### src/sv/ccfa_pkg.sv
`timescale 1ns / 1ps

package ccfa_pkg;

  // table geometry
  localparam int CELLS = 64;
  localparam int ADDR_W = (CELLS > 1) ? $clog2(CELLS) : 1;

  // field widths
  localparam int INDEX_W = 8;
  localparam int AMOUNT_W = 24;
  localparam int FLUX_W = 23;
  localparam int SUM_W = FLUX_W + 1;
  localparam int RATIO_FRAC = 16;
  localparam int RATIO_W = RATIO_FRAC + 1;
  localparam int SLOT_W = 6;
  localparam int LOG_W = 64;
  localparam int CNT_W = 32;
  localparam int SCALE_W = 7;
  localparam int PROD_W = FLUX_W + SCALE_W;
  localparam int PCT_W = 16;

  localparam logic [INDEX_W:0] CELL_LIMIT = (INDEX_W + 1)'(CELLS);
  localparam logic [FLUX_W-1:0] CLAMP_RESET = FLUX_W'(25600);
  localparam logic [23:0] LOG_TAG = 24'h434155;
  localparam logic [SCALE_W-1:0] SCALE_MUL = SCALE_W'(100);
  localparam logic [RATIO_W-1:0] RATIO_ONE = RATIO_W'(1) << RATIO_FRAC;
  localparam logic [CNT_W-1:0] CNT_MAX = '1;
  localparam logic [PCT_W-1:0] PCT_MAX = '1;

  typedef logic [FLUX_W-1:0] flux_t;
  typedef logic [CNT_W-1:0] cnt_t;

  function automatic cnt_t sat_inc(cnt_t v);
    return (v == CNT_MAX) ? v : v + CNT_W'(1);
  endfunction

endpackage

### src/sv/ccfa_if.sv
`timescale 1ns / 1ps

interface ccfa_in_if import ccfa_pkg::*; ();
  logic                       valid;
  logic                       ready;
  logic [INDEX_W-1:0]         cell_index;
  logic signed [AMOUNT_W-1:0] flux_amount;

  modport source (output valid, cell_index, flux_amount, input ready);
  modport sink (input valid, cell_index, flux_amount, output ready);
endinterface

interface ccfa_out_if import ccfa_pkg::*; ();
  logic               valid;
  logic               ready;
  logic               status;
  logic [FLUX_W-1:0]  cell_total;
  logic               hotspot;
  logic [RATIO_W-1:0] clamp_ratio;
  logic [SLOT_W-1:0]  log_slot;
  logic [LOG_W-1:0]   log_word;
  logic [CNT_W-1:0]   accepted_count;
  logic [CNT_W-1:0]   hotspot_count;
  logic [CNT_W-1:0]   trap_count;

  modport source (output valid, status, cell_total, hotspot, clamp_ratio, log_slot,
                  log_word, accepted_count, hotspot_count, trap_count, input ready);
  modport sink (input valid, status, cell_total, hotspot, clamp_ratio, log_slot,
                log_word, accepted_count, hotspot_count, trap_count, output ready);
endinterface

### src/sv/ccfa_div.sv
`timescale 1ns / 1ps

// restoring divider, one quotient bit per cycle
// computes (dividend << RATIO_FRAC) / divisor, valid only for dividend < divisor
module ccfa_div import ccfa_pkg::*; (
  input  logic                  clk_i,
  input  logic                  rst_ni,
  input  logic                  start_i,
  input  logic [FLUX_W-1:0]     dividend_i,
  input  logic [SUM_W-1:0]      divisor_i,
  output logic                  done_o,
  output logic [RATIO_FRAC-1:0] quo_o
);

  localparam int STEP_W = $clog2(RATIO_FRAC);
  localparam logic [STEP_W-1:0] LAST_STEP = STEP_W'(RATIO_FRAC - 1);

  logic                  busy_q;
  logic [STEP_W-1:0]     step_q;
  logic [SUM_W-1:0]      div_q;
  logic [SUM_W-1:0]      rem_q;
  logic [RATIO_FRAC-1:0] quo_q;

  logic [SUM_W:0]        shifted;
  logic                  take;
  logic [SUM_W:0]        diff;
  logic [SUM_W-1:0]      rem_d;
  logic [RATIO_FRAC-1:0] quo_d;

  always_comb begin
    shifted = {rem_q, 1'b0};
    take    = shifted >= {1'b0, div_q};
    diff    = shifted - {1'b0, div_q};
    rem_d   = take ? diff[SUM_W-1:0] : shifted[SUM_W-1:0];
    quo_d   = {quo_q[RATIO_FRAC-2:0], take};
  end

  assign done_o = busy_q && (step_q == LAST_STEP);
  assign quo_o  = quo_d;

  always_ff @(posedge clk_i or negedge rst_ni) begin
    if (!rst_ni) begin
      busy_q <= 1'b0;
      step_q <= '0;
    end else if (start_i) begin
      busy_q <= 1'b1;
      step_q <= '0;
    end else if (busy_q) begin
      step_q <= step_q + STEP_W'(1);
      if (step_q == LAST_STEP) begin
        busy_q <= 1'b0;
      end
    end
  end

  always_ff @(posedge clk_i) begin
    if (start_i) begin
      div_q <= divisor_i;
      rem_q <= {1'b0, dividend_i};
      quo_q <= '0;
    end else if (busy_q) begin
      rem_q <= rem_d;
      quo_q <= quo_d;
    end
  end

endmodule

### src/sv/clamped_cell_flux_accumulator.sv
`timescale 1ns / 1ps

// Clamped cell flux accumulator.
// in_i carries one update beat: a cell index and a signed Q15.8 flux amount.
// out_o carries one result beat per update: status, new cell total, hotspot
// flag, Q1.16 clamp ratio, log slot and log word, and the three saturating
// counters. cfg_we_i/cfg_wdata_i write the clamp limit (Q15.8).
// The block takes one update at a time and drops in_i.ready while it works.
// A trapped update goes straight to the done state. A normal update reads
// the cell memory, adds, compares and writes back, then scales the total for
// the log. A clamped update also runs the bit-serial divider for the ratio,
// one bit per cycle, between the compare and the scale step.
// The next update is taken the cycle after the result is loaded.
// The result sits in an output register; when the receiver stalls, the block
// finishes the next update and then holds it until the register is free.
// Reset clears the counters, marks every cell as zero (per-cell valid bits),
// and sets the clamp limit to 100.0; the block is ready right after reset.
module clamped_cell_flux_accumulator import ccfa_pkg::*; (
  input  logic         clk_i,
  input  logic         rst_ni,
  input  logic         cfg_we_i,
  input  logic [FLUX_W-1:0] cfg_wdata_i,
  ccfa_in_if.sink      in_i,
  ccfa_out_if.source   out_o
);

  typedef enum logic [2:0] {
    S_IDLE,
    S_READ,
    S_CHECK,
    S_DIV,
    S_SCALE,
    S_DONE
  } state_e;

  state_e              state_q;
  flux_t               clamp_q;
  logic [CELLS-1:0]    cell_vld_q;
  flux_t               flux_mem [CELLS];
  flux_t               rd_q;
  logic [INDEX_W-1:0]  idx_q;
  flux_t               amt_q;
  logic                trap_q;
  logic [SUM_W-1:0]    sum_q;
  flux_t               total_q;
  logic                hot_q;
  logic [RATIO_W-1:0]  ratio_q;
  logic [PROD_W-1:0]   prod_q;
  cnt_t                acc_cnt_q;
  cnt_t                hot_cnt_q;
  cnt_t                trap_cnt_q;

  logic                out_valid_q;
  logic                out_status_q;
  flux_t               out_total_q;
  logic                out_hot_q;
  logic [RATIO_W-1:0]  out_ratio_q;
  logic [SLOT_W-1:0]   out_slot_q;
  logic [LOG_W-1:0]    out_word_q;
  cnt_t                out_acc_q;
  cnt_t                out_hcnt_q;
  cnt_t                out_tcnt_q;

  logic                in_fire;
  logic                in_bad;
  logic [ADDR_W-1:0]   in_addr;
  logic [ADDR_W-1:0]   addr_q;
  logic                hot_now;
  flux_t               total_now;
  logic                div_start;
  logic                div_done;
  logic [RATIO_FRAC-1:0] div_quo;
  logic                out_free;
  logic [PCT_W-1:0]    pct;
  cnt_t                acc_next;

  assign in_i.ready = (state_q == S_IDLE);
  assign in_fire    = in_i.valid && in_i.ready;
  assign in_bad     = ({1'b0, in_i.cell_index} >= CELL_LIMIT) || in_i.flux_amount[AMOUNT_W-1];
  assign in_addr    = in_i.cell_index[ADDR_W-1:0];
  assign addr_q     = idx_q[ADDR_W-1:0];

  assign hot_now    = sum_q > {1'b0, clamp_q};
  assign total_now  = hot_now ? clamp_q : sum_q[FLUX_W-1:0];
  assign div_start  = (state_q == S_CHECK) && hot_now;
  assign out_free   = !out_valid_q || out_o.ready;

  // log field: total * 100 / 256, saturated to 16 bits
  assign pct = (|prod_q[PROD_W-1:PCT_W+8]) ? PCT_MAX : prod_q[PCT_W+7:8];
  assign acc_next = sat_inc(acc_cnt_q);

  ccfa_div u_div (
    .clk_i      (clk_i),
    .rst_ni     (rst_ni),
    .start_i    (div_start),
    .dividend_i (clamp_q),
    .divisor_i  (sum_q),
    .done_o     (div_done),
    .quo_o      (div_quo)
  );

  // cell memory: one write port, one registered read port
  always_ff @(posedge clk_i) begin
    if (state_q == S_CHECK) begin
      flux_mem[addr_q] <= total_now;
    end
    if (in_fire) begin
      rd_q <= flux_mem[in_addr];
    end
  end

  always_ff @(posedge clk_i or negedge rst_ni) begin
    if (!rst_ni) begin
      clamp_q    <= CLAMP_RESET;
      cell_vld_q <= '0;
    end else begin
      if (cfg_we_i) begin
        clamp_q <= cfg_wdata_i;
      end
      if (state_q == S_CHECK) begin
        cell_vld_q[addr_q] <= 1'b1;
      end
    end
  end

  always_ff @(posedge clk_i or negedge rst_ni) begin
    if (!rst_ni) begin
      state_q      <= S_IDLE;
      idx_q        <= '0;
      amt_q        <= '0;
      trap_q       <= 1'b0;
      sum_q        <= '0;
      total_q      <= '0;
      hot_q        <= 1'b0;
      ratio_q      <= '0;
      prod_q       <= '0;
      acc_cnt_q    <= '0;
      hot_cnt_q    <= '0;
      trap_cnt_q   <= '0;
      out_valid_q  <= 1'b0;
      out_status_q <= 1'b0;
      out_total_q  <= '0;
      out_hot_q    <= 1'b0;
      out_ratio_q  <= '0;
      out_slot_q   <= '0;
      out_word_q   <= '0;
      out_acc_q    <= '0;
      out_hcnt_q   <= '0;
      out_tcnt_q   <= '0;
    end else begin
      if (out_valid_q && out_o.ready && (state_q != S_DONE)) begin
        out_valid_q <= 1'b0;
      end
      unique case (state_q)
        S_IDLE: begin
          if (in_fire) begin
            idx_q   <= in_i.cell_index;
            amt_q   <= in_i.flux_amount[FLUX_W-1:0];
            trap_q  <= in_bad;
            state_q <= in_bad ? S_DONE : S_READ;
          end
        end
        S_READ: begin
          // a cell never written since reset reads as zero
          sum_q   <= {1'b0, (cell_vld_q[addr_q] ? rd_q : flux_t'(0))} + {1'b0, amt_q};
          state_q <= S_CHECK;
        end
        S_CHECK: begin
          total_q <= total_now;
          hot_q   <= hot_now;
          ratio_q <= RATIO_ONE;
          state_q <= hot_now ? S_DIV : S_SCALE;
        end
        S_DIV: begin
          if (div_done) begin
            ratio_q <= {1'b0, div_quo};
            state_q <= S_SCALE;
          end
        end
        S_SCALE: begin
          prod_q  <= PROD_W'(total_q) * PROD_W'(SCALE_MUL);
          state_q <= S_DONE;
        end
        S_DONE: begin
          if (out_free) begin
            out_valid_q  <= 1'b1;
            out_status_q <= trap_q;
            if (trap_q) begin
              trap_cnt_q   <= sat_inc(trap_cnt_q);
              out_tcnt_q   <= sat_inc(trap_cnt_q);
              out_acc_q    <= acc_cnt_q;
              out_hcnt_q   <= hot_cnt_q;
              out_total_q  <= '0;
              out_hot_q    <= 1'b0;
              out_ratio_q  <= '0;
              out_slot_q   <= '0;
              out_word_q   <= '0;
            end else begin
              acc_cnt_q    <= acc_next;
              out_acc_q    <= acc_next;
              out_tcnt_q   <= trap_cnt_q;
              if (hot_q) begin
                hot_cnt_q  <= sat_inc(hot_cnt_q);
                out_hcnt_q <= sat_inc(hot_cnt_q);
              end else begin
                out_hcnt_q <= hot_cnt_q;
              end
              out_total_q  <= total_q;
              out_hot_q    <= hot_q;
              out_ratio_q  <= ratio_q;
              out_slot_q   <= acc_cnt_q[SLOT_W-1:0];
              out_word_q   <= {8'h00, LOG_TAG, 8'h00, idx_q, pct};
            end
            state_q <= S_IDLE;
          end
        end
        default: state_q <= S_IDLE;
      endcase
    end
  end

  assign out_o.valid          = out_valid_q;
  assign out_o.status         = out_status_q;
  assign out_o.cell_total     = out_total_q;
  assign out_o.hotspot        = out_hot_q;
  assign out_o.clamp_ratio    = out_ratio_q;
  assign out_o.log_slot       = out_slot_q;
  assign out_o.log_word       = out_word_q;
  assign out_o.accepted_count = out_acc_q;
  assign out_o.hotspot_count  = out_hcnt_q;
  assign out_o.trap_count     = out_tcnt_q;

`ifndef SYNTHESIS
  a_div_only_in_div: assert property (@(posedge clk_i) disable iff (!rst_ni)
    div_done |-> state_q == S_DIV)
    else $error("divider finished outside the divide state");

  a_trap_fields_zero: assert property (@(posedge clk_i) disable iff (!rst_ni)
    (out_o.valid && out_o.status) |-> (out_o.cell_total == '0 && !out_o.hotspot
      && out_o.clamp_ratio == '0 && out_o.log_word == '0))
    else $error("trapped result carries nonzero fields");

  a_ratio_one: assert property (@(posedge clk_i) disable iff (!rst_ni)
    (out_o.valid && !out_o.status && !out_o.hotspot) |-> out_o.clamp_ratio == RATIO_ONE)
    else $error("unclamped result without unit ratio");

  a_ratio_below_one: assert property (@(posedge clk_i) disable iff (!rst_ni)
    (out_o.valid && out_o.hotspot) |-> !out_o.clamp_ratio[RATIO_FRAC])
    else $error("clamped ratio not below one");
`endif

endmodule

### src/flat_wrapper.sv
// flat-port wrapper written by rule: the top's interface ports become plain ports
module clamped_cell_flux_accumulator_flat import ccfa_pkg::*;
  (clk_i, rst_ni, cfg_we_i, cfg_wdata_i, in_i_valid, in_i_cell_index, in_i_flux_amount, in_i_ready, out_o_valid, out_o_status, out_o_cell_total, out_o_hotspot, out_o_clamp_ratio, out_o_log_slot, out_o_log_word, out_o_accepted_count, out_o_hotspot_count, out_o_trap_count, out_o_ready);
  ccfa_in_if in_i_i ();
  ccfa_out_if out_o_i ();
  input  logic clk_i;
  input  logic rst_ni;
  input  logic cfg_we_i;
  input  logic [FLUX_W-1:0] cfg_wdata_i;
  input wire logic [$bits(in_i_i.valid)-1:0] in_i_valid;
  input wire logic [$bits(in_i_i.cell_index)-1:0] in_i_cell_index;
  input wire logic [$bits(in_i_i.flux_amount)-1:0] in_i_flux_amount;
  output wire logic [$bits(in_i_i.ready)-1:0] in_i_ready;
  output wire logic [$bits(out_o_i.valid)-1:0] out_o_valid;
  output wire logic [$bits(out_o_i.status)-1:0] out_o_status;
  output wire logic [$bits(out_o_i.cell_total)-1:0] out_o_cell_total;
  output wire logic [$bits(out_o_i.hotspot)-1:0] out_o_hotspot;
  output wire logic [$bits(out_o_i.clamp_ratio)-1:0] out_o_clamp_ratio;
  output wire logic [$bits(out_o_i.log_slot)-1:0] out_o_log_slot;
  output wire logic [$bits(out_o_i.log_word)-1:0] out_o_log_word;
  output wire logic [$bits(out_o_i.accepted_count)-1:0] out_o_accepted_count;
  output wire logic [$bits(out_o_i.hotspot_count)-1:0] out_o_hotspot_count;
  output wire logic [$bits(out_o_i.trap_count)-1:0] out_o_trap_count;
  input wire logic [$bits(out_o_i.ready)-1:0] out_o_ready;
  assign in_i_i.valid = in_i_valid;
  assign in_i_i.cell_index = in_i_cell_index;
  assign in_i_i.flux_amount = in_i_flux_amount;
  assign in_i_ready = in_i_i.ready;
  assign out_o_valid = out_o_i.valid;
  assign out_o_status = out_o_i.status;
  assign out_o_cell_total = out_o_i.cell_total;
  assign out_o_hotspot = out_o_i.hotspot;
  assign out_o_clamp_ratio = out_o_i.clamp_ratio;
  assign out_o_log_slot = out_o_i.log_slot;
  assign out_o_log_word = out_o_i.log_word;
  assign out_o_accepted_count = out_o_i.accepted_count;
  assign out_o_hotspot_count = out_o_i.hotspot_count;
  assign out_o_trap_count = out_o_i.trap_count;
  assign out_o_i.ready = out_o_ready;
  clamped_cell_flux_accumulator u_core (.clk_i(clk_i), .rst_ni(rst_ni), .cfg_we_i(cfg_we_i), .cfg_wdata_i(cfg_wdata_i), .in_i(in_i_i), .out_o(out_o_i));
endmodule
### config.mk
export PLATFORM = sky130hd
export DESIGN_NAME = clamped_cell_flux_accumulator_flat
export DESIGN_NICKNAME = d
export VERILOG_FILES = /design/src/sv/ccfa_pkg.sv /design/src/sv/ccfa_if.sv /design/src/sv/ccfa_div.sv /design/src/sv/clamped_cell_flux_accumulator.sv /design/src/flat_wrapper.sv
export SDC_FILE = /design/constraint.sdc
export NUM_CORES = 2
export LEC_CHECK = 0
export BUFFER_PORTS_ARGS = -buffer_cell sky130_fd_sc_hd__buf_2
export CAP_MARGIN = 20
export CORE_UTILIZATION = 55
export CTS_BUF_LIST = sky130_fd_sc_hd__clkbuf_16
export CTS_CLUSTER_SIZE = 25
export DETAILED_ROUTE_END_ITERATION = 6
export PLACE_DENSITY = 0.69
export SETUP_SLACK_MARGIN = 0.2
export SLEW_MARGIN = 5
export SYNTH_ARGS = -nofsm -noshare
export SYNTH_HDL_FRONTEND = slang
export SYNTH_SLANG_ARGS = --single-unit
### constraint.sdc
create_clock -name clk_i -period 11.2 [get_ports clk_i]
set_clock_uncertainty 0.1 [all_clocks]
set_input_delay 1.68 -clock clk_i [delete_from_list [all_inputs] [get_ports clk_i]]
set_output_delay 1.68 -clock clk_i [all_outputs]
set_load 0.005 [all_outputs]
## Yosys cells after proc, flatten, opt, wreduce, memory -nomap -nowiden

Memory sizes are Yosys's and may differ from the RTL's. A register that Yosys moved wholly into a read port is not among the register bits.
Cells that the tools add are included.

- Add/subtract/negate cells: 6
- Multiply operators: 1
- Order comparisons: 5
- Eq/ne operators: 13
- Multiplexer cells: 40
- Bitwise operators: 5
- Reductions and logical operators: 20

Operators by type and width:

| operator | count |
|---|---|
| $mux 32 | 7 |
| $mux 23 | 5 |
| $add 32x1->32 const B | 3 |
| $eq 32x32->1 const B | 3 |
| $or 64x64->64 | 1 |
| $mux 55 | 1 |
| $mux 17 | 2 |
| $pmux 17 s2 | 1 |
| $mul 23x5->28 const B | 1 |
| $ge 25x24->1 | 1 |
| $add 23x23->24 | 1 |
| $gt 24x23->1 | 1 |
| $mux 24 | 1 |
| $sub 24x24->24 | 1 |
| $pmux 3 s6 | 1 |
| $mux 16 | 1 |
| $mux 3 | 5 |
| $mux 1 | 11 |
| $ge 8x7->1 const B | 1 |
| $mux 4 | 2 |
| $reduce_and 4->1 | 2 |
| $lt 6x7->1 const B | 1 |
| $bmux 1 s6 | 1 |
| $demux 1 s6 | 1 |
| other kinds (20) | 35 |

- Flip-flop bits (word level): 492
- Bits in writable memories: 1472
- Bits of input ports: 60
- Word-level logic and storage cells: 118
- Memories: 1

Memory list:

| memory | depth | width | rd ports | clocked after memory_dff | wr ports | line | source |
|---|---|---|---|---|---|---|---|
| u_core.flux_mem | 64 | 23 | 1 | 1 | 1 | clamped_cell_flux_accumulator.sv:39 | `flux_t flux_mem [CELLS];` |

## Longest topological paths before layout

- Depth in word-level cells: 5
- Gate-level depth with buffers: 20

## Cells and area by module

A second synthesis with hierarchy kept.

- Cell total of the unflattened synthesis: 4592
- Area total of the unflattened synthesis: 80941.4 um^2

Modules (own cells, without submodules):

| module | instances | cells each | area an instance (um^2) |
|---|---|---|---|
| clamped_cell_flux_accumulator | 1 | 4208 | 76913.8 |
| ccfa_div | 1 | 384 | 4027.6 |

## Worst setup path after synthesis

Ideal clock, no wire load.

- Path kind: register to register
- From: register u_core.idx_q[0]
- To: register u_core.sum_q[20]
- Setup time: 118 ps
- Arrival time: 4513 ps
- Required time: 10982 ps
- Setup slack: 6469 ps
- Stages on the path, launching flop included: 21
- Path buffers: 2
- Cells stage by stage: dfrtp_1 -> buf_2 -> buf_6 -> nor2b_1 -> a221oi_1 -> a21oi_1 -> a311oi_1 -> o22ai_1 -> nor4_1 -> and2b_1 -> ha_1 -> fa_1 -> a21oi_1 -> o211ai_1 -> o41ai_1 -> a2bb2oi_2 -> a211oi_1 -> nor2_1 -> o21ai_1 -> o31ai_1 -> a21o_1

- Longest elaborated chain between the ends: 4

Ends and longest elaborated chain:

| element | line | source |
|---|---|---|
| start, declared | clamped_cell_flux_accumulator.sv:41 | `logic [INDEX_W-1:0] idx_q;` |
| start signal, assigned | clamped_cell_flux_accumulator.sv:157 | `idx_q <= in_i.cell_index;` |
| $bmux 1 s6 | clamped_cell_flux_accumulator.sv:165 | `sum_q <= {1'b0, (cell_vld_q[addr_q] ? rd_q : flux_t'(0))} + {1'b0, amt_q};` |
| $mux 1 (not written as such) | clamped_cell_flux_accumulator.sv:165 |  |
| $mux 23 | clamped_cell_flux_accumulator.sv:165 |  |
| $add 23x23->24 | clamped_cell_flux_accumulator.sv:165 |  |
| end signal, assigned | clamped_cell_flux_accumulator.sv:165 |  |
| end, declared | clamped_cell_flux_accumulator.sv:44 | `logic [SUM_W-1:0] sum_q;` |

No other way between the ends. The select of a mux whose other input is x is not followed.
A chain may end at the register's enable or synchronous reset.

## Worst setup path after layout

- From: register u_core.idx_q[2]
- To: register u_core.sum_q[20]

Same word-level chain as after synthesis.

==> results.toml <==
[critical_path]
reg2reg_depth = 19
startpoint_type = "flop"
critPathSlowestCell = "dfrtp_1"
worst_setup_path_end_kind = "flop"
critical_path.max_fanout = 25
crit_buf_inv = 1
critPathKind = "reg2reg"
cp_cell_sequence = "nor2b_1, a221oi_1, a21oi_1, a311oi_1, o22ai_1, nor4_2, buf_4, and2b_1, ha_1, fa_1, a21oi_1, o211ai_1, o41ai_1, a2bb2oi_2, a211oi_1, nor2_1, o21ai_1, o31ai_1, a21o_1"
required_ns = 11.81
cp_num_cells = 19
cp_common_cell = "a21oi_1"
max_stage_delay_ns = 0.97
critical_path_arrival_ns = 6.87
cp_top_family = "compound AO/OA/AOI/OAI gates"

[floorplan]
die_area_um2 = 147500
die_w_um = 384.0
io_pins = 270
rows = 139
initial_core_util_pct = 55.68
coreArea_um2 = 144200
dieHeight_um = 384.0

[synth]
synth.top_cell.area_share_pct = 57.68
async_reset_ff_share_pct = 19.77
netlist_area_um2 = 80270
synth.mux.area_fraction_pct = 15.38
yosys-top-cells-area = "edfxtp_1 (58%), mux4_2 (14%), dfrtp_1 (12%)"
synth.most_common_cell = "edfxtp_1"
synth-main-ff-cell = "edfxtp_1"
yosysSeqAreaShare_pct = 70.06
synth_commonest_cells = "edfxtp_1 (1,542), mux4_2 (495), dfrtp_1 (381)"
synth_top_cell_by_area = "edfxtp_1"
ys_ff_latch = 1942
synth_top_family_by_area = "multiplexers"
yosys.area_share.simple_pct = 5.181
yosys.area_share.adder_pct = 2.750
syn_avg_cell_area_um2 = 17.99
yosysUniqueCellTypes = 87
synthCells = 4463
synth_warnings = 0
synth_edf_count = 1542
synth-compound-area-share_pct = 2.887
synth_xor_area_share_pct = 1.615

[global_route]
grt_use_total_pct = 26.63
overflow = 0
grt_max_degree = 139
antenna_found_initial = 15
grt_pass1_wl_um = 283300
first_global_vias = 42380

[drt]
drc = 0
drt_first_pass_iters = 5
wl_met3_um = 16130
routedWlPerCell_um = 28.08
drt_wl_total_um = 193600
dr_wl_met2_um = 95140
dr.max_layer_used = "met5"
via_per_inst = 6.168
drt_iter0_markers = 4365
ant_nets = 0
wl_met1_um = 77520
vias = 42520

[hold_path]
hold_depth = 2
worstHoldPathType = "reg2reg"

[cts]
cts_setup_buffers = 0
cts_max_level = 4
insertion_delay_ns = 0.83
numCtsBuffers = 189
cts_root_buf = "clkbuf_16"
cts_tree = "yes"
clk_pin_slew_ns = 0.06
clkSinkCount = 1942
holdBufCountCts = 0
post_cts_resized = 0
cts_buffer_depth = 3

[timing]
rsz0062_at_grt = "false"
setup_viol = 0
max_freq_ghz = 0.1598
final.setup.tns_ns = 0
slew_violations = 0
min_period_ns = 6.258
hold_viol = 0
finalCritPeriodShare_pct = 55.87
maxSlewHeadroom_pct = 25.52
tightest_slew_ns = 1.117
holdWs_ns = 0.3570

[final_layout]
syn_to_final_growth_pct = 12.27
drive_above_1_share_pct = 27.68
nets = 5028
n_fill_cell = 10090

[flow_run]
drv_cap = 0

[run_status]
status = "completed"

[power_and_ir_drop]
ir_drop_v = 0.0002774
cellPowerDensity_nw_per_um2 = 249.7
p_leak_nw = 33.23

[place]
routabilityCongestion = 0.8907
port_buffers = 238
dp_hpwl_um = 113300
==> logic make-up (layout without fill, tap and decap cells) <==
kind of cell	count (synthesis)	after routing
buffers and inverters	392	867
AND/OR/NAND/NOR	856	856
adder cells (fa/ha/maj)	165	165
other	1	54
XOR/XNOR	148	148
flip-flops	1942	1942
AO/OA/AOI/OAI	355	355
multiplexers	604	604
==> layout make-up <==
class                           instances  area (um2)  area share (%)
Clock buffer                          194        4855           5.387
Timing Repair Buffer                  362        2275           2.524
Multi-Input combinational cell       2159       22620           25.10
Sequential cell                      1942       56240           62.40
Antenna cell                           23       57.56         0.06386
Inverter                              149       559.3          0.6206
Clock inverter                        162        1135           1.259
Tap cell                             1903        2381           2.642
==> state kept, by name, indices dropped and copies added (netlist names), 4 cells and up <==
name,cells
u_core.total_q,23
u_core.u_div.div_q,24
u_core.out_o.log_word,25
u_core.cell_vld_q,64
u_core.rd_q,23
u_core.out_o.cell_total,23
u_core.ratio_q,17
u_core.flux_mem,1472
u_core.idx_q,8
u_core.out_o.clamp_ratio,17
u_core.out_o.hotspot_count,32
u_core.sum_q,24
u_core.u_div.quo_q,15
u_core.u_div.step_q,4
u_core.u_div.rem_q,24
u_core.out_o.log_slot,6
u_core.prod_q,22
u_core.clamp_q,23
u_core.out_o.accepted_count,32
u_core.amt_q,23
u_core.out_o.trap_count,32
==> final timing paths <==
path                                          start                             end  slack (ns)
max reg2reg                         u_core.idx_q[2]                u_core.sum_q[20]        4.94
min in group asynchronous                    rst_ni  u_core.out_o.hotspot_count[14]        0.84
min                        u_core.out_o.log_slot[5]        u_core.out_o.log_slot[5]        0.36
max                                 u_core.idx_q[2]                u_core.sum_q[20]        4.94
max in group asynchronous                    rst_ni                u_core.amt_q[14]        8.59
min reg2reg                u_core.out_o.log_slot[5]        u_core.out_o.log_slot[5]        0.36
==> through the flow <==
| step | cell area (um2) | util [%] | cells | setup WS, ns | power, W |
|---|---|---|---|---|---|
| 6_report | 90120 | 62.51 | 6894 | 4.942 | 0.02250 |
| 5_1_grt | 90060 | 62.47 | 6871 | 4.524 | 0.02356 |
| 4_1_cts | 89970 | 62.40 | 6867 | 5.070 | 0.02259 |
| 3_5_place_dp | 83980 | 58.25 | 6511 | 5.107 | 0.01647 |
| 3_3_place_gp | 83960 | 58.23 | 6510 | 5.127 | 0.01632 |
| 2_1_floorplan | 80390 | - | 4493 | 6.469 | 0.01430 |
==> tightest hold or removal path, stage by stage (launching register included) <==
cell and delay (ns):
dfrtp_1 0.33, nand2_1 0.05, nand2_1 0.05
==> metal layers <==
metal | track usage [%] | up-vias
met3 | 4.609 | 266
met2 | 43.64 | 1836
li1 | - | 18090
met1 | 37.21 | 22320
met4 | 7.186 | 8
met5 | 0 | -
==> layout by cell type (no fill, tap or decap), drive strengths merged, types with 23 or more instances in the layout <==
cell type | netlist | final
a21oi | 56 | 56
or2 | 67 | 67
xnor2 | 104 | 104
clkbuf | 124 | 194
nand2 | 334 | 334
diode | 0 | 23
nand3 | 52 | 52
nor2 | 186 | 186
inv | 149 | 200
xor2 | 44 | 44
mux2i | 26 | 26
o31ai | 41 | 41
and3 | 26 | 26
mux4 | 495 | 495
ha | 146 | 146
nor2b | 34 | 34
mux2 | 83 | 83
nand3b | 42 | 42
buf | 119 | 362
clkinv | 0 | 92
nand4 | 33 | 33
a21o | 37 | 37
dfrtp | 381 | 381
conb | 1 | 31
o21ai | 118 | 118
edfxtp | 1542 | 1542
==> power by group <==
part	switching [W]	internal (W)
logic	0.00400	0.00208
clock network	0.00271	0.00342
registers	0.000481	0.00981
total	0.00720	0.0153
(Power assumes the default switching activity.)
